**src/hdl/lsld_pkg.sv**
```systemverilog
// Shared types, widths and constants for the light sensor LED dimmer.
package lsld_pkg;

  localparam int unsigned RawW     = 12;
  localparam int unsigned ElapsedW = 10;
  localparam int unsigned DebW     = 10;
  localparam int unsigned StepW    = 6;
  localparam int unsigned PctW     = 7;
  localparam int unsigned DutyW    = 13;
  localparam int unsigned CountW   = 11;
  localparam int unsigned NumW     = 22;
  localparam int unsigned RecipW   = 23;
  localparam int unsigned ProdW    = NumW + RecipW;
  localparam int unsigned RecipShift = 31;

  localparam logic [RawW-1:0]   OffMaxRaw = 12'd2457;
  localparam logic [RawW-1:0]   MidMaxRaw = 12'd2662;
  localparam logic [15:0]       RawOffset = 16'd26624;
  localparam logic [CountW-1:0] CountMax  = 11'd2047;
  localparam logic [PctW-1:0]   PctMax    = 7'd100;
  localparam logic [PctW-1:0]   PctMin    = 7'd1;
  // ceil(2^31 / 350) + 1
  localparam logic [RecipW-1:0] Recip350  = 23'd6135669;

  localparam logic [DebW-1:0]  DebounceRst = 10'd20;
  localparam logic [StepW-1:0] StepRst     = 6'd10;
  localparam logic [PctW-1:0]  FloorRst    = 7'd1;

  typedef enum logic [1:0] {
    RegDebounce = 2'd0,
    RegStep     = 2'd1,
    RegFloor    = 2'd2
  } cfg_reg_e;

  typedef struct packed {
    logic              waiting;
    logic [CountW-1:0] count;
  } btn_state_t;

endpackage

```
**src/hdl/lsld_btn.sv**
```systemverilog
// Button debounce timer: arms on a pin change, acts on a low level after the hold time.
module lsld_btn (
  input  logic                       clk_i,
  input  logic                       rst_ni,
  input  logic                       accept_i,
  input  logic [lsld_pkg::DebW-1:0]  debounce_i,
  input  logic [lsld_pkg::ElapsedW-1:0] elapsed_i,
  input  logic                       level_i,
  input  logic                       changed_i,
  output logic                       act_o,
  output lsld_pkg::btn_state_t       state_o
);
  import lsld_pkg::*;

  btn_state_t         st_q, st_d;
  logic [CountW:0]    sum;
  logic [CountW-1:0]  sat;

  always_comb begin
    sum   = {1'b0, st_q.count} + (CountW+1)'(elapsed_i);
    sat   = (sum > (CountW+1)'(CountMax)) ? CountMax : sum[CountW-1:0];
    st_d  = st_q;
    act_o = 1'b0;
    if (changed_i) begin
      // a change rearms and clears the timer in the same word
      st_d.waiting = 1'b1;
      st_d.count   = '0;
    end else if (st_q.waiting) begin
      st_d.count = sat;
      if (sat > CountW'(debounce_i)) begin
        st_d.waiting = 1'b0;
        act_o        = ~level_i;
      end
    end
  end

  always_ff @(posedge clk_i or negedge rst_ni) begin
    if (!rst_ni) begin
      st_q <= '0;
    end else if (accept_i) begin
      st_q <= st_d;
    end
  end

  assign state_o = st_q;

endmodule

```
**src/hdl/lsld_duty.sv**
```systemverilog
// Duty pipeline: numerator stage, then reciprocal multiply for the divide by 350.
module lsld_duty (
  input  logic                      clk_i,
  input  logic                      rst_ni,
  input  logic                      in_valid_i,
  output logic                      in_ready_o,
  input  logic [lsld_pkg::RawW-1:0] raw_i,
  input  logic [lsld_pkg::PctW-1:0] pct_i,
  output logic                      out_valid_o,
  input  logic                      out_ready_i,
  output logic [lsld_pkg::DutyW-1:0] duty_o,
  output logic [lsld_pkg::PctW-1:0] pct_o
);
  import lsld_pkg::*;

  logic              v2_q, v3_q;
  logic              rdy2, rdy3;
  logic [NumW-1:0]   n_q, n_d;
  logic              zero_q;
  logic [PctW-1:0]   p2_q, p3_q;
  logic [DutyW-1:0]  duty_q, duty_d;
  logic [15:0]       raw10;
  logic [15:0]       diff;
  logic [PctW-1:0]   inv;
  logic [20:0]       mix;
  logic [NumW-1:0]   base;
  logic [ProdW-1:0]  quot;

  assign rdy3       = ~v3_q | out_ready_i;
  assign rdy2       = ~v2_q | rdy3;
  assign in_ready_o = rdy2;

  // 14336p/350 equals 1024p/25, so both lit branches share the divider
  always_comb begin
    raw10 = (16'(raw_i) << 3) + (16'(raw_i) << 1);
    diff  = raw10 - RawOffset;
    inv   = PctMax - pct_i;
    mix   = diff[13:0] * inv;
    base  = (NumW'(pct_i) << 13) + (NumW'(pct_i) << 12) + (NumW'(pct_i) << 11);
    n_d   = (raw_i > MidMaxRaw) ? base + NumW'(mix) : base;
  end

  always_comb begin
    quot   = ProdW'(n_q) * ProdW'(Recip350);
    duty_d = zero_q ? '0 : quot[RecipShift +: DutyW];
  end

  always_ff @(posedge clk_i or negedge rst_ni) begin
    if (!rst_ni) begin
      v2_q <= 1'b0;
      v3_q <= 1'b0;
    end else begin
      if (rdy2) v2_q <= in_valid_i;
      if (rdy3) v3_q <= v2_q;
    end
  end

  always_ff @(posedge clk_i) begin
    if (rdy2 && in_valid_i) begin
      n_q    <= n_d;
      zero_q <= (raw_i <= OffMaxRaw);
      p2_q   <= pct_i;
    end
    if (rdy3 && v2_q) begin
      duty_q <= duty_d;
      p3_q   <= p2_q;
    end
  end

  assign out_valid_o = v3_q;
  assign duty_o      = duty_q;
  assign pct_o       = p3_q;

endmodule

```
**src/hdl/light_sensor_led_dimmer_top.sv**
```systemverilog
// Light sensor LED dimmer: button debounce, base brightness and PWM duty.
//
// Input words arrive on s_axis, one word per sensor sample with elapsed time
// and both button pins. Each word gives exactly one output word on m_axis:
// duty on a 4096-count PWM period and the current base percent.
// A word is taken every cycle while the pipe has room; from accept to
// m_axis_tvalid it passes the state/percent, numerator and reciprocal
// divide stages. Throughput is one word per cycle with m_axis_tready high.
// Button state and base offset update on the accept edge, so the next word
// already sees the new percent.
// If m_axis_tready stays low, the pipe fills; s_axis_tready drops once all
// three stages hold words, and nothing is lost or repeated.
// Registers on the APB port: 0x0 debounce ms, 0x4 step percent,
// 0x8 floor percent. Write them only while the pipe is empty.
// Reset clears the pipe, the button timers and the base offset, and loads
// debounce 20 ms, step 10 and floor 1.
module light_sensor_led_dimmer_top (
  input  logic        clk_i,
  input  logic        rst_ni,
  input  logic        s_axis_tvalid,
  output logic        s_axis_tready,
  // [11:0] light_raw, [21:12] elapsed_ms, [22] up_level, [23] down_level,
  // [24] up_changed, [25] down_changed, [31:26] zero
  input  logic [31:0] s_axis_tdata,
  output logic        m_axis_tvalid,
  input  logic        m_axis_tready,
  // [12:0] duty, [19:13] base_percent, [23:20] zero
  output logic [23:0] m_axis_tdata,
  input  logic        psel,
  input  logic        penable,
  input  logic        pwrite,
  input  logic [3:0]  paddr,
  input  logic [31:0] pwdata,
  output logic [31:0] prdata,
  output logic        pready
);
  import lsld_pkg::*;

  logic [DebW-1:0]     deb_q;
  logic [StepW-1:0]    step_q;
  logic [PctW-1:0]     floor_q;
  logic                cfg_wr;
  cfg_reg_e            cfg_sel;

  logic [RawW-1:0]     raw_in;
  logic [ElapsedW-1:0] elapsed_in;
  logic                accept;
  logic                up_act, dn_act;
  btn_state_t          up_st, dn_st;

  logic [PctW-1:0]     off_q, off_d, off_a;
  logic [8:0]          sum_up;
  logic [7:0]          psum;
  logic [PctW-1:0]     pct_d;

  logic                v1_q, ready1, rdy_duty;
  logic [RawW-1:0]     raw1_q;
  logic [PctW-1:0]     p1_q;
  logic [DutyW-1:0]    duty_out;
  logic [PctW-1:0]     pct_out;

  // configuration port
  assign pready  = 1'b1;
  assign cfg_wr  = psel & penable & pwrite & pready;
  assign cfg_sel = cfg_reg_e'(paddr[3:2]);

  always_ff @(posedge clk_i or negedge rst_ni) begin
    if (!rst_ni) begin
      deb_q   <= DebounceRst;
      step_q  <= StepRst;
      floor_q <= FloorRst;
    end else if (cfg_wr) begin
      case (cfg_sel)
        RegDebounce: deb_q   <= pwdata[DebW-1:0];
        RegStep:     step_q  <= pwdata[StepW-1:0];
        RegFloor:    floor_q <= pwdata[PctW-1:0];
        default: ;
      endcase
    end
  end

  always_comb begin
    case (cfg_sel)
      RegDebounce: prdata = 32'(deb_q);
      RegStep:     prdata = 32'(step_q);
      RegFloor:    prdata = 32'(floor_q);
      default:     prdata = '0;
    endcase
  end

  // input side
  assign raw_in     = s_axis_tdata[11:0];
  assign elapsed_in = s_axis_tdata[21:12];
  assign accept     = s_axis_tvalid & s_axis_tready;
  assign ready1     = ~v1_q | rdy_duty;
  assign s_axis_tready = ready1;

  lsld_btn u_btn_up (
    .clk_i      (clk_i),
    .rst_ni     (rst_ni),
    .accept_i   (accept),
    .debounce_i (deb_q),
    .elapsed_i  (elapsed_in),
    .level_i    (s_axis_tdata[22]),
    .changed_i  (s_axis_tdata[24]),
    .act_o      (up_act),
    .state_o    (up_st)
  );

  lsld_btn u_btn_dn (
    .clk_i      (clk_i),
    .rst_ni     (rst_ni),
    .accept_i   (accept),
    .debounce_i (deb_q),
    .elapsed_i  (elapsed_in),
    .level_i    (s_axis_tdata[23]),
    .changed_i  (s_axis_tdata[25]),
    .act_o      (dn_act),
    .state_o    (dn_st)
  );

  // up press first, then down press on the updated offset
  always_comb begin
    sum_up = 9'(floor_q) + 9'(off_q) + 9'(step_q);
    off_a  = (up_act && sum_up <= 9'(PctMax)) ? off_q + PctW'(step_q) : off_q;
    off_d  = (dn_act && off_a >= PctW'(step_q)) ? off_a - PctW'(step_q) : off_a;
    psum   = 8'(floor_q) + 8'(off_d);
    if (psum < 8'(PctMin)) begin
      pct_d = PctMin;
    end else if (psum > 8'(PctMax)) begin
      pct_d = PctMax;
    end else begin
      pct_d = psum[PctW-1:0];
    end
  end

  always_ff @(posedge clk_i or negedge rst_ni) begin
    if (!rst_ni) begin
      off_q <= '0;
      v1_q  <= 1'b0;
    end else begin
      if (accept) off_q <= off_d;
      if (ready1) v1_q <= s_axis_tvalid;
    end
  end

  always_ff @(posedge clk_i) begin
    if (accept) begin
      raw1_q <= raw_in;
      p1_q   <= pct_d;
    end
  end

  lsld_duty u_duty (
    .clk_i       (clk_i),
    .rst_ni      (rst_ni),
    .in_valid_i  (v1_q),
    .in_ready_o  (rdy_duty),
    .raw_i       (raw1_q),
    .pct_i       (p1_q),
    .out_valid_o (m_axis_tvalid),
    .out_ready_i (m_axis_tready),
    .duty_o      (duty_out),
    .pct_o       (pct_out)
  );

  assign m_axis_tdata = {4'b0, pct_out, duty_out};

  a_accept_loads: assert property (@(posedge clk_i) disable iff (!rst_ni)
    accept |=> v1_q)
    else $error("accepted word not captured");

  a_pct_range: assert property (@(posedge clk_i) disable iff (!rst_ni)
    v1_q |-> (p1_q >= PctMin && p1_q <= PctMax))
    else $error("base percent out of range");

  a_stage1_hold: assert property (@(posedge clk_i) disable iff (!rst_ni)
    (v1_q && !ready1) |=> (v1_q && $stable(p1_q) && $stable(raw1_q)))
    else $error("stalled stage lost its word");

  a_duty_range: assert property (@(posedge clk_i) disable iff (!rst_ni)
    m_axis_tvalid |-> (duty_out <= 13'd4096))
    else $error("duty above period");

  a_btn_idle: assert property (@(posedge clk_i) disable iff (!rst_ni)
    (up_act || dn_act) |-> (up_st.waiting || dn_st.waiting))
    else $error("button acted while not armed");

endmodule

```
**config.mk**
```make
export PLATFORM = sky130hd
export DESIGN_NAME = light_sensor_led_dimmer_top
export DESIGN_NICKNAME = d
export VERILOG_FILES = /design/src/hdl/lsld_pkg.sv /design/src/hdl/lsld_btn.sv /design/src/hdl/lsld_duty.sv /design/src/hdl/light_sensor_led_dimmer_top.sv
export SDC_FILE = /design/constraint.sdc
export NUM_CORES = 1
export LEC_CHECK = 0
export BUFFER_PORTS_ARGS = -buffer_cell sky130_fd_sc_hd__buf_2
export CELL_PAD_IN_SITES_DETAIL_PLACEMENT = 0
export CELL_PAD_IN_SITES_GLOBAL_PLACEMENT = 2
export CORE_MARGIN = 3
export CORE_UTILIZATION = 42
export CTS_CLUSTER_SIZE = 40
export DETAILED_ROUTE_END_ITERATION = 8
export PLACE_DENSITY_LB_ADDON = 0.1
export SLEW_MARGIN = 20
export SYNTH_ARGS = -nofsm -noshare
export SYNTH_HDL_FRONTEND = slang
export SYNTH_SLANG_ARGS = --single-unit
```
**constraint.sdc**
```tcl
create_clock -name clk_i -period 10.9 [get_ports clk_i]
set_clock_uncertainty 0.15 [all_clocks]
set_input_delay 0.545 -clock clk_i [delete_from_list [all_inputs] [get_ports clk_i]]
set_output_delay 0.545 -clock clk_i [all_outputs]
set_load 0.1 [all_outputs]
```
== Word-level counts from Yosys, hierarchy flattened ==
Index checks and enable logic that the tools add are counted.

* Register bits: 126
* Bits of input ports: 75
* Word-level logic and storage cells: 89

* Add/sub/neg operators: 13
* Multipliers: 2
* Magnitude comparators: 10
* Equal/unequal tests: 2
* Mux-type cells: 19
* Bitwise gates (word level): 11
* Reduce and logical (&&, ||, !) cells: 13

{| class="wikitable"
|+ Operator list
! operator !! number
|-
| $mux W12 || 4
|-
| $mul A22 B23 Y44 const B || 1
|-
| $pmux W10 S3 || 1
|-
| $add A11 B10 Y12 || 2
|-
| $gt A12 B11 Y1 const B || 2
|-
| $add A22 B18 Y22 || 1
|-
| $add A22 B21 Y22 || 1
|-
| $gt A11 B10 Y1 || 2
|-
| $mux W11 || 2
|-
| $mux W22 || 1
|-
| $add A20 B19 Y21 || 1
|-
| $mul A14 B7 Y21 || 1
|-
| $mux W7 || 3
|-
| $add A7 B7 Y8 || 2
|-
| $add A14 B13 Y14 || 1
|-
| $sub A14 B14 Y14 const B || 1
|-
| $gt A12 B12 Y1 const B || 1
|-
| $le A12 B12 Y1 const B || 1
|-
| $reduce_and A2 Y1 || 5
|-
| $add A8 B6 Y9 || 1
|-
| $le A9 B7 Y1 const B || 1
|-
| $gt A8 B7 Y1 const B || 1
|-
| $lt A8 B1 Y1 const B || 1
|-
| $mux W1 || 8
|-
| other kinds (13) || 25
|}

== Depth between registers and ports, before layout ==
Gate-level depths: netlist of run 1.

* Depth in word-level cells: 15
* Depth in mapped cells: 38

== By module ==
Synthesis of run 1 repeated with hierarchy kept, for this count alone.

* Cell total of the unflattened synthesis: 2,193
* Area, all modules: 21,380.5 µm²

{| class="wikitable"
|+ Modules (own cells, without submodules)
! module !! instances !! cells an instance !! area an instance (µm²) !! sequential area each (µm²)
|-
| lsld_duty || 1 || 1,509 || 15,005.6 || 1,521.5
|-
| light_sensor_led_dimmer_top || 1 || 369 || 3,734.8 || 1,352.5
|-
| lsld_btn (u_btn_dn) || 1 || 171 || 1,377.6 || 300.3
|-
| lsld_btn (u_btn_up) || 1 || 144 || 1,262.5 || 300.3
|}

== Least setup slack after synthesis of run 1 ==
No wires, ideal clock.

* Path type: input-to-reg
* From: in s_axis_tdata[16]
* To: reg p1_q[1] (data pin)
* Setup time: 0.274 ns
* Arrival: 7.316 ns
* Data required time: 10.476 ns
* Slack: 3.161 ns
* Stages: 36
* Path through: ha_1 a2111o_1 o21bai_1 nand2b_1 o21ai_0 and2_1 or2_2 ha_1 a21o_1 a21oi_1 o21ai_0 o31ai_1 a31o_1 or2_1 buf_2 mux2_2 ha_1 nor2b_1 o21ai_0 nand3b_1 a21oi_1 o21bai_1 a21oi_1 a31oi_4 mux2i_1 ha_1 inv_1 fa_1 inv_1 a21oi_1 o21bai_1 a21o_1 a21oi_1 xor2_1 o311ai_0 nor2_1

* Longest elaborated chain between the ends: 15
* Elaborated cells on any way between the ends: 24
* Classes of those cells: add/sub (4); order compare (7); mux (10); reduce/logical (3)

{| class="wikitable"
|+ RTL lines
! item !! RTL line !! source
|-
| start, declared || light_sensor_led_dimmer_top.sv:24 || <nowiki>input logic [31:0] s_axis_tdata,</nowiki>
|-
| $add A11 B10 Y12 || lsld_btn.sv:20 || <nowiki>sum = {1'b0, st_q.count} + (CountW+1)'(elapsed_i);</nowiki>
|-
| $gt A12 B11 Y1 || lsld_btn.sv:21 || <nowiki>sat = (sum > (CountW+1)'(CountMax)) ? CountMax : sum[CountW-1:0];</nowiki>
|-
| $mux W11 || lsld_btn.sv:21 ||
|-
| $gt A11 B10 Y1 || lsld_btn.sv:30 || <nowiki>if (sat > CountW'(debounce_i)) begin</nowiki>
|-
| $mux W1 || lsld_btn.sv:30 ||
|-
| $mux W1 || lsld_btn.sv:28 || <nowiki>end else if (st_q.waiting) begin</nowiki>
|-
| $mux W1 || lsld_btn.sv:24 || <nowiki>if (changed_i) begin</nowiki>
|-
| $logic_and A1 B1 Y1 || light_sensor_led_dimmer_top.sv:125 || <nowiki>off_a = (up_act && sum_up <= 9'(PctMax)) ? off_q + PctW'(step_q) : off_q;</nowiki>
|-
| $mux W7 || light_sensor_led_dimmer_top.sv:125 ||
|-
| $ge A7 B6 Y1 || light_sensor_led_dimmer_top.sv:126 || <nowiki>off_d = (dn_act && off_a >= PctW'(step_q)) ? off_a - PctW'(step_q) : off_a;</nowiki>
|-
| $logic_and A1 B1 Y1 || light_sensor_led_dimmer_top.sv:126 ||
|-
| $mux W7 (*) || light_sensor_led_dimmer_top.sv:126 ||
|-
| via off_d[0] || light_sensor_led_dimmer_top.sv:51 || <nowiki>logic [PctW-1:0] off_q, off_d, off_a;</nowiki>
|-
| $add A7 B7 Y8 (*) || light_sensor_led_dimmer_top.sv:127 || <nowiki>psum = 8'(floor_q) + 8'(off_d);</nowiki>
|-
| $lt A8 B1 Y1 / $gt A8 B7 Y1 (equally long branches) || light_sensor_led_dimmer_top.sv:128, light_sensor_led_dimmer_top.sv:130 ||
|-
| $reduce_or A2 Y1 (no line) || - ||
|-
| end signal, assigned || light_sensor_led_dimmer_top.sv:150 || <nowiki>p1_q <= pct_d;</nowiki>
|-
| end, declared || light_sensor_led_dimmer_top.sv:58 || <nowiki>logic [PctW-1:0] p1_q;</nowiki>
|}

The timed path passes the listed nets; every way through them passes the cells marked *.
A chain may end at the register's enable or synchronous reset.

== Final worst setup path of run 1 ==
* From: reg u_btn_up.st_q, in the netlist u_btn_up.state_o[4]
* To: reg p1_q[1] (data pin)

* Longest elaborated chain between the ends: 15
* Elaborated cells on any way between the ends: 17
* Classes of those cells: add/sub (3); order compare (5); mux (6); reduce/logical (3)

{| class="wikitable"
|+ RTL lines
! item !! RTL line !! source
|-
| start, declared || lsld_btn.sv:15 || <nowiki>btn_state_t st_q, st_d;</nowiki>
|-
| start signal, assigned || lsld_btn.sv:41 || <nowiki>st_q <= st_d;</nowiki>
|-
| $add A11 B10 Y12 (*) || lsld_btn.sv:20 ||
|-
| $gt A12 B11 Y1 || lsld_btn.sv:21 ||
|-
| $mux W11 (*) || lsld_btn.sv:21 ||
|-
| $gt A11 B10 Y1 (*) || lsld_btn.sv:30 ||
|-
| $mux W1 (*) || lsld_btn.sv:30 ||
|-
| $mux W1 (*) || lsld_btn.sv:28 ||
|-
| $mux W1 (*) || lsld_btn.sv:24 ||
|-
| $logic_and A1 B1 Y1 (*) || light_sensor_led_dimmer_top.sv:125 ||
|-
| $mux W7 (*) || light_sensor_led_dimmer_top.sv:125 ||
|-
| $ge A7 B6 Y1 || light_sensor_led_dimmer_top.sv:126 ||
|-
| $logic_and A1 B1 Y1 || light_sensor_led_dimmer_top.sv:126 ||
|-
| $mux W7 (*) || light_sensor_led_dimmer_top.sv:126 ||
|-
| via off_d[0] || light_sensor_led_dimmer_top.sv:51 ||
|-
| $add A7 B7 Y8 (*) || light_sensor_led_dimmer_top.sv:127 ||
|-
| $lt A8 B1 Y1 / $gt A8 B7 Y1 (equally long branches) || light_sensor_led_dimmer_top.sv:128, light_sensor_led_dimmer_top.sv:130 ||
|-
| $reduce_or A2 Y1 (no line) || - ||
|}

Marks and branches as above.

==> flow_results.xml, run 1 <==
<?xml version="1.0" encoding="UTF-8"?>
<metrics>
  <group name="setup_path">
    <metric name="timing.critical_path.buf_inv" unit="">2</metric>
    <metric name="slowest_stage" unit="">sky130_fd_sc_hd__o311ai_0</metric>
    <metric name="critical_path_class" unit="">flip-flop to flip-flop</metric>
    <metric name="crit_arrival" unit="ns">8.75</metric>
    <metric name="crit_path_max_fanout" unit="">6</metric>
    <metric name="worst-r2r-setup-slack" unit="ns">2.18</metric>
    <metric name="critPathMostFrequentCell" unit="">sky130_fd_sc_hd__a21oi_1</metric>
    <metric name="critPathMaxStageDelay" unit="ns">0.64</metric>
    <metric name="worst_setup_end_kind" unit="">flip-flop</metric>
    <metric name="worst_setup_path_start_kind" unit="">flip-flop</metric>
    <metric name="critPathTopFamily" unit="">compound AO/OA/AOI/OAI gates</metric>
    <metric name="cp_data_required_time" unit="ns">10.93</metric>
  </group>
  <group name="floorplan">
    <metric name="start_util" unit="%">42.8</metric>
    <metric name="ioPinCount" unit="">134</metric>
    <metric name="area_of_the_placeable_core" unit="sq um">48100</metric>
    <metric name="rows" unit="">80</metric>
    <metric name="die-area" unit="sq um">51800</metric>
    <metric name="chipWidth" unit="microns">228</metric>
    <metric name="height_of_the_chip" unit="microns">228</metric>
  </group>
  <group name="sta">
    <metric name="worst_hold_slack" unit="ns">0.112</metric>
    <metric name="finalCriticalPeriod" unit="ns">8.72</metric>
    <metric name="max_clock_freq" unit="MHz">115</metric>
    <metric name="timing_worst_slew_pin_value" unit="ns">1.03</metric>
    <metric name="finalHoldViolCount" unit="">0</metric>
    <metric name="final.setup.tns" unit="ns">0</metric>
    <metric name="setup_viol_count_final" unit="">0</metric>
    <metric name="period_share" unit="%">80.0</metric>
    <metric name="pins_over_their_slew_limit" unit="">0</metric>
    <metric name="slew_headroom" unit="%">31.6</metric>
    <metric name="unrepaired_setup_endpoints_after_global_routing" unit="">no</metric>
  </group>
  <group name="clock_tree">
    <metric name="cts_buffer_depth" unit="">2</metric>
    <metric name="cts-root-buf" unit="">sky130_fd_sc_hd__clkbuf_16</metric>
    <metric name="hold_bufs_inserted_after_cts" unit="">0</metric>
    <metric name="post_cts_resize_count" unit="">0</metric>
    <metric name="h-tree-depth" unit="">4</metric>
    <metric name="worst_skew_pair.late_latency" unit="ns">0.46</metric>
    <metric name="cts_num_sinks" unit="">125</metric>
    <metric name="post_cts_buffers" unit="">0</metric>
    <metric name="cts_inserted_buffers" unit="">17</metric>
    <metric name="tritoncts" unit="">built</metric>
    <metric name="path_clk_slew" unit="ns">0.06</metric>
  </group>
  <group name="drt">
    <metric name="drt-initial-drc-count" unit="">587</metric>
    <metric name="drcViolationCount" unit="">0</metric>
    <metric name="residual_antenna_violating_net_count_after_detailed_routing" unit="">0</metric>
    <metric name="via_per_inst" unit="">4.95</metric>
    <metric name="dr_wl_cell" unit="microns">17.6</metric>
    <metric name="drt_pass1_iterations" unit="">5</metric>
    <metric name="via_count" unit="">14000</metric>
    <metric name="routed_wirelength" unit="microns">49700</metric>
  </group>
  <group name="grt">
    <metric name="grt_remaining_overflow" unit="">0</metric>
    <metric name="grt_pass1_vias" unit="">14900</metric>
    <metric name="grt_first_pass_wirelength" unit="microns">81100</metric>
    <metric name="grt_antenna_before_repair" unit="">1</metric>
    <metric name="overall_global_routing_resource_usage" unit="%">20.5</metric>
    <metric name="grt_start_max_net_pins" unit="">58</metric>
  </group>
  <group name="cells_and_area">
    <metric name="layout.cell_area.non_filler" unit="sq um">22300</metric>
    <metric name="multi_input_comb_area" unit="sq um">15400</metric>
    <metric name="ant_diodes" unit="">0</metric>
    <metric name="drive_gt1_share" unit="%">7.89</metric>
    <metric name="layout_net_count" unit="">2856</metric>
    <metric name="fillers" unit="">4659</metric>
    <metric name="ff_latch_area" unit="sq um">3470</metric>
    <metric name="flow.area_growth_from_synthesis" unit="%">8.30</metric>
  </group>
  <group name="yosys">
    <metric name="synth_simple_gate_area_share" unit="%">9.43</metric>
    <metric name="xor_xnor_share_of_the_synthesized_area" unit="%">3.53</metric>
    <metric name="main_combinational_cell_family_by_area_after_synthesis" unit="">adder cells</metric>
    <metric name="postSynthRegisterBits" unit="">125</metric>
    <metric name="synth.avg_cell_area" unit="sq um">9.96</metric>
    <metric name="ys_dominant_reg_cell" unit="">sky130_fd_sc_hd__edfxtp_1</metric>
    <metric name="multiplexer_fraction_of_the_synthesized_cell_area" unit="%">2.50</metric>
    <metric name="post_synthesis_adder_cell_area_fraction" unit="%">49.0</metric>
    <metric name="synth.lib_cells_used.distinct" unit="">67</metric>
    <metric name="syn-cell-area" unit="sq um">20600</metric>
    <metric name="synth_edf_count" unit="">68</metric>
    <metric name="async_sr_flop_fraction" unit="%">45.6</metric>
    <metric name="post_synthesis_sequential_area_ratio" unit="%">16.9</metric>
    <metric name="synth-compound-area-share" unit="%">9.60</metric>
    <metric name="ys_warn_count" unit="">0</metric>
    <metric name="post_synth_inst_count" unit="">2070</metric>
  </group>
  <group name="worst_hold_path">
    <metric name="worst_hold_path_type" unit="">primary input to asynchronous set/reset pin</metric>
  </group>
  <group name="placed_design">
    <metric name="hpwl" unit="microns">43000</metric>
    <metric name="postPlaceCellArea" unit="sq um">21700</metric>
    <metric name="finalWeightedCongestion" unit="">0.873</metric>
    <metric name="io_buffer_count" unit="">76</metric>
  </group>
  <group name="run_status">
    <metric name="run_status" unit="">complete, no violations</metric>
  </group>
  <group name="job">
    <metric name="drv_cap" unit="">0</metric>
  </group>
</metrics>
final timing paths:
check | from | endpoint | cells after the start
setup / recovery | u_btn_up.state_o[4]$_DFFE_PN0P_ | p1_q[1]$_SDFFCE_PP0P_ | 35
hold / removal | rst_ni | u_btn_dn.state_o[7]$_DFFE_PN0P_ | 2
setup reg to reg | u_btn_up.state_o[4]$_DFFE_PN0P_ | p1_q[1]$_SDFFCE_PP0P_ | 35
hold reg to reg | u_duty.p2_q[3]$_DFFE_PP_ | u_duty.pct_o[3]$_DFFE_PP_ | 0
max in group asynchronous | rst_ni | u_btn_up.state_o[11]$_DFFE_PN0P_ | 2
min in group clk_i | s_axis_tdata[2] | raw1_q[2]$_DFFE_PP_ | 1
cell families (layout without fill, tap and decap cells):
| kind of cell | count (synthesis) | count (layout) |
|---|---|---|
| adder cells (fa/ha/maj) | 628 | 628 |
| other | 2 | 27 |
| buffers and inverters | 472 | 543 |
| AND/OR/NAND/NOR | 389 | 389 |
| flip-flops | 125 | 125 |
| AO/OA/AOI/OAI | 325 | 325 |
| XOR/XNOR | 83 | 83 |
| multiplexers | 46 | 46 |
cell type report:
cell class              instances  share of cell area (%)
clock inverters                 9                   0.308
clock buffers                  23                    2.38
inverters                     421                    7.08
repair buffers                 90                    2.17
flip-flops and latches        125                    15.6
multi-input cells            1498                    68.8
well taps                     656                    3.68
layout by cell type, fill, tap and decap left out, types with 30 or more instances in the layout:
master / instances
sky130_fd_sc_hd__nor2b_1: 44
sky130_fd_sc_hd__ha_1: 330
sky130_fd_sc_hd__and2_1: 30
sky130_fd_sc_hd__nand2_1: 114
sky130_fd_sc_hd__o21ai_0: 88
sky130_fd_sc_hd__a21o_1: 41
sky130_fd_sc_hd__inv_1: 421
sky130_fd_sc_hd__buf_2: 76
sky130_fd_sc_hd__edfxtp_1: 68
sky130_fd_sc_hd__xnor2_1: 46
sky130_fd_sc_hd__nor2_1: 77
sky130_fd_sc_hd__xor2_1: 37
sky130_fd_sc_hd__dfrtp_1: 52
sky130_fd_sc_hd__nand2b_1: 30
sky130_fd_sc_hd__fa_1: 298
sky130_fd_sc_hd__a21oi_1: 111
through the flow:
| step | setup slack [ns] | instances | utilization (%) |
|---|---|---|---|
| after CTS | 2.21 | 2822 | 46.4 |
| after global placement | 2.06 | 2790 | 45.1 |
| after floorplan | 3.16 | 2095 | - |
| after detailed placement | 1.95 | 2790 | 45.1 |
| after global routing | 1.37 | 2822 | 46.4 |
| final | 2.18 | 2822 | 46.4 |
cells in the mapped netlist, drive strengths merged (32+ instances only):
library cell	number	area share (%)
xor2	37	1.6
o21ai	91	2.2
a21oi	111	2.7
mux2	32	1.8
xnor2	46	2.0
nor2	77	1.4
nand2	114	2.1
fa	298	29
dfrtp	52	6.3
ha	330	20
edfxtp	68	9.9
nor2b	44	1.3
a21o	41	1.5
inv	421	7.7
routing by layer:
| metal | wire length [microns] | global-route usage, % | vias to the layer above |
|---|---|---|---|
| met2 | 23900 | 34.6 | 179 |
| met4 | 964 | 5.55 | 0 |
| li1 | - | - | 6871 |
| met1 | 23600 | 28.2 | 6864 |
| met3 | 1180 | 2.30 | 48 |
| met5 | 0 | 0 | - |
flip-flops by register name (all words and copies together), names as in the netlist, 6 cells and up:
signal and flops:
deb_q 10, floor_q 7, off_q 7, p1_q 7, raw1_q 12, step_q 6
u_btn_dn.state_o 12, u_btn_up.state_o 12, u_duty.duty_o 13, u_duty.n_q 21, u_duty.p2_q 7, u_duty.pct_o 7
Power of run 1 is not shown: default switching activity piles up to over one toggle a cycle in this logic, so the estimate is an artifact.
==> run 2, diff against run 1 <==
==> constraint.sdc (replaced) <==
create_clock -name clk_i -period 8.4 [get_ports clk_i]
set_clock_uncertainty 0.15 [all_clocks]
set_input_delay 0.42 -clock clk_i [delete_from_list [all_inputs] [get_ports clk_i]]
set_output_delay 0.42 -clock clk_i [all_outputs]
set_load 0.1 [all_outputs]
==> flow_results.xml, run 2 (synthesized netlist as in run 1, its figures left out) <==
<?xml version="1.0" encoding="UTF-8"?>
<metrics>
  <group name="clock_tree">
    <metric name="worst_skew_pair.late_latency" unit="ns">0.46</metric>
    <metric name="h-tree-depth" unit="">4</metric>
    <metric name="cts_num_sinks" unit="">125</metric>
    <metric name="cts_buffer_depth" unit="">2</metric>
    <metric name="tritoncts" unit="">built</metric>
    <metric name="path_clk_slew" unit="ns">0.06</metric>
    <metric name="cts-root-buf" unit="">sky130_fd_sc_hd__clkbuf_16</metric>
    <metric name="cts_inserted_buffers" unit="">17</metric>
  </group>
  <group name="setup_path">
    <metric name="timing.critical_path.buf_inv" unit="">2</metric>
    <metric name="crit_path_max_fanout" unit="">6</metric>
    <metric name="cp_data_required_time" unit="ns">8.44</metric>
    <metric name="worst_setup_end_kind" unit="">flip-flop</metric>
    <metric name="crit_arrival" unit="ns">7.87</metric>
    <metric name="worst_setup_path_start_kind" unit="">flip-flop</metric>
    <metric name="slowest_stage" unit="">sky130_fd_sc_hd__fa_1</metric>
    <metric name="critPathMaxStageDelay" unit="ns">0.41</metric>
    <metric name="worst-r2r-setup-slack" unit="ns">0.57</metric>
    <metric name="critPathTopFamily" unit="">compound AO/OA/AOI/OAI gates</metric>
    <metric name="critical_path_class" unit="">flip-flop to flip-flop</metric>
  </group>
  <group name="placed_design">
    <metric name="postPlaceCellArea" unit="sq um">21800</metric>
    <metric name="dp_slack" unit="ns">0.0451</metric>
    <metric name="dp.cells" unit="">2795</metric>
    <metric name="hpwl" unit="microns">43300</metric>
    <metric name="io_buffer_count" unit="">76</metric>
    <metric name="finalWeightedCongestion" unit="">0.882</metric>
  </group>
  <group name="sta">
    <metric name="period_share" unit="%">93.2</metric>
    <metric name="timing_worst_slew_pin_value" unit="ns">0.970</metric>
    <metric name="slew_headroom" unit="%">35.3</metric>
    <metric name="unrepaired_setup_endpoints_after_global_routing" unit="">no</metric>
    <metric name="setup_ws" unit="ns">0.567</metric>
    <metric name="pins_over_their_slew_limit" unit="">0</metric>
    <metric name="finalCriticalPeriod" unit="ns">7.83</metric>
    <metric name="finalHoldViolCount" unit="">0</metric>
    <metric name="max_clock_freq" unit="MHz">128</metric>
    <metric name="setup_viol_count_final" unit="">0</metric>
    <metric name="final.setup.tns" unit="ns">0</metric>
  </group>
  <group name="floorplan">
    <metric name="ioPinCount" unit="">134</metric>
    <metric name="chipWidth" unit="microns">228</metric>
    <metric name="height_of_the_chip" unit="microns">228</metric>
    <metric name="die-area" unit="sq um">51800</metric>
    <metric name="rows" unit="">80</metric>
    <metric name="start_util" unit="%">42.8</metric>
    <metric name="area_of_the_placeable_core" unit="sq um">48100</metric>
  </group>
  <group name="job">
    <metric name="drv_cap" unit="">0</metric>
  </group>
  <group name="drt">
    <metric name="via_count" unit="">14000</metric>
    <metric name="dr_wl_cell" unit="microns">17.6</metric>
    <metric name="drt_pass1_iterations" unit="">4</metric>
    <metric name="residual_antenna_violating_net_count_after_detailed_routing" unit="">0</metric>
    <metric name="via_per_inst" unit="">4.93</metric>
    <metric name="drcViolationCount" unit="">0</metric>
    <metric name="routed_wirelength" unit="microns">50000</metric>
    <metric name="drt-initial-drc-count" unit="">554</metric>
  </group>
  <group name="cells_and_area">
    <metric name="drive_gt1_share" unit="%">8.24</metric>
    <metric name="mostFrequentLayoutCell" unit="">sky130_fd_sc_hd__inv_1</metric>
    <metric name="ant_diodes" unit="">0</metric>
    <metric name="flow.area_growth_from_synthesis" unit="%">9.30</metric>
    <metric name="fillers" unit="">4648</metric>
    <metric name="layout_net_count" unit="">2875</metric>
    <metric name="ff_latch_area" unit="sq um">3470</metric>
    <metric name="largest_register" unit="">u_duty.n_q</metric>
    <metric name="layout.cell_area.non_filler" unit="sq um">22500</metric>
    <metric name="largest_reg_flops" unit="">21</metric>
    <metric name="multi_input_comb_area" unit="sq um">15400</metric>
    <metric name="instances_no_fill" unit="">2840</metric>
    <metric name="most-common-layout-cells" unit="">421 x sky130_fd_sc_hd__inv_1, 329 x sky130_fd_sc_hd__ha_1, 298 x sky130_fd_sc_hd__fa_1, 114 x sky130_fd_sc_hd__nand2_1, 109 x sky130_fd_sc_hd__a21oi_1</metric>
  </group>
  <group name="grt">
    <metric name="grt_remaining_overflow" unit="">0</metric>
    <metric name="grt_antenna_before_repair" unit="">0</metric>
    <metric name="grt_pass1_vias" unit="">14900</metric>
    <metric name="grt_start_max_net_pins" unit="">58</metric>
    <metric name="overall_global_routing_resource_usage" unit="%">20.4</metric>
    <metric name="grt_first_pass_wirelength" unit="microns">81000</metric>
  </group>
  <group name="run_status">
    <metric name="run_status" unit="">complete, no violations</metric>
  </group>
  <group name="worst_hold_path">
    <metric name="worst_hold_path_type" unit="">primary input to flip-flop</metric>
  </group>
</metrics>
[run 2: through the flow]
stage	hold WS (ns)	utilization (%)
floorplan	-0.0256	-
global placement	0.252	45.2
detailed placement	0.255	45.2
CTS	0.0204	46.7
global route	0.0376	46.8
finish	0.0519	46.8
[run 2: repair_timing]
item,4_1_cts,5_1_grt
hold endpoints to repair,31,0
setup endpoints to repair,0,7
gates resized for setup,0,9
hold buffers,13,0
buffers inserted,0,1
[run 2: final cells by class]
class / instances / share of cell area [%]
Clock inverter: 12 / 0.755
Clock buffer: 19 / 1.92
Multi-Input combinational cell: 1498 / 68.3
Sequential cell: 125 / 15.4
Timing Repair Buffer: 109 / 2.93
Tap cell: 656 / 3.64
Inverter: 421 / 7.01
[run 2: final timing paths]
kind | from | to | cells past startpoint
worst max-delay path | u_btn_up.state_o[0]$_DFFE_PN0P_ | p1_q[3]$_SDFFCE_PP0P_ | 37
worst min-delay path | pwdata[8] | deb_q[8]$_DFFE_PN0P_ | 2
worst max register to register | u_btn_up.state_o[0]$_DFFE_PN0P_ | p1_q[3]$_SDFFCE_PP0P_ | 37
worst min register to register | u_duty.p2_q[1]$_DFFE_PP_ | u_duty.pct_o[1]$_DFFE_PP_ | 0
max in group asynchronous | rst_ni | u_duty.out_valid_o$_DFFE_PN0P_ | 3
min in group asynchronous | rst_ni | u_btn_dn.state_o[7]$_DFFE_PN0P_ | 3
[run 2: per-layer routing]
metal | track usage (%) | vias up | part of all wire (%)
met5 | 0 | - | 0
met3 | 2.37 | 29 | 1.9
met2 | 35.0 | 119 | 49
met4 | 4.03 | 0 | 0.97
met1 | 28.2 | 6938 | 48
li1 | - | 6905 | -
Power of run 2 is left out for the same reason.
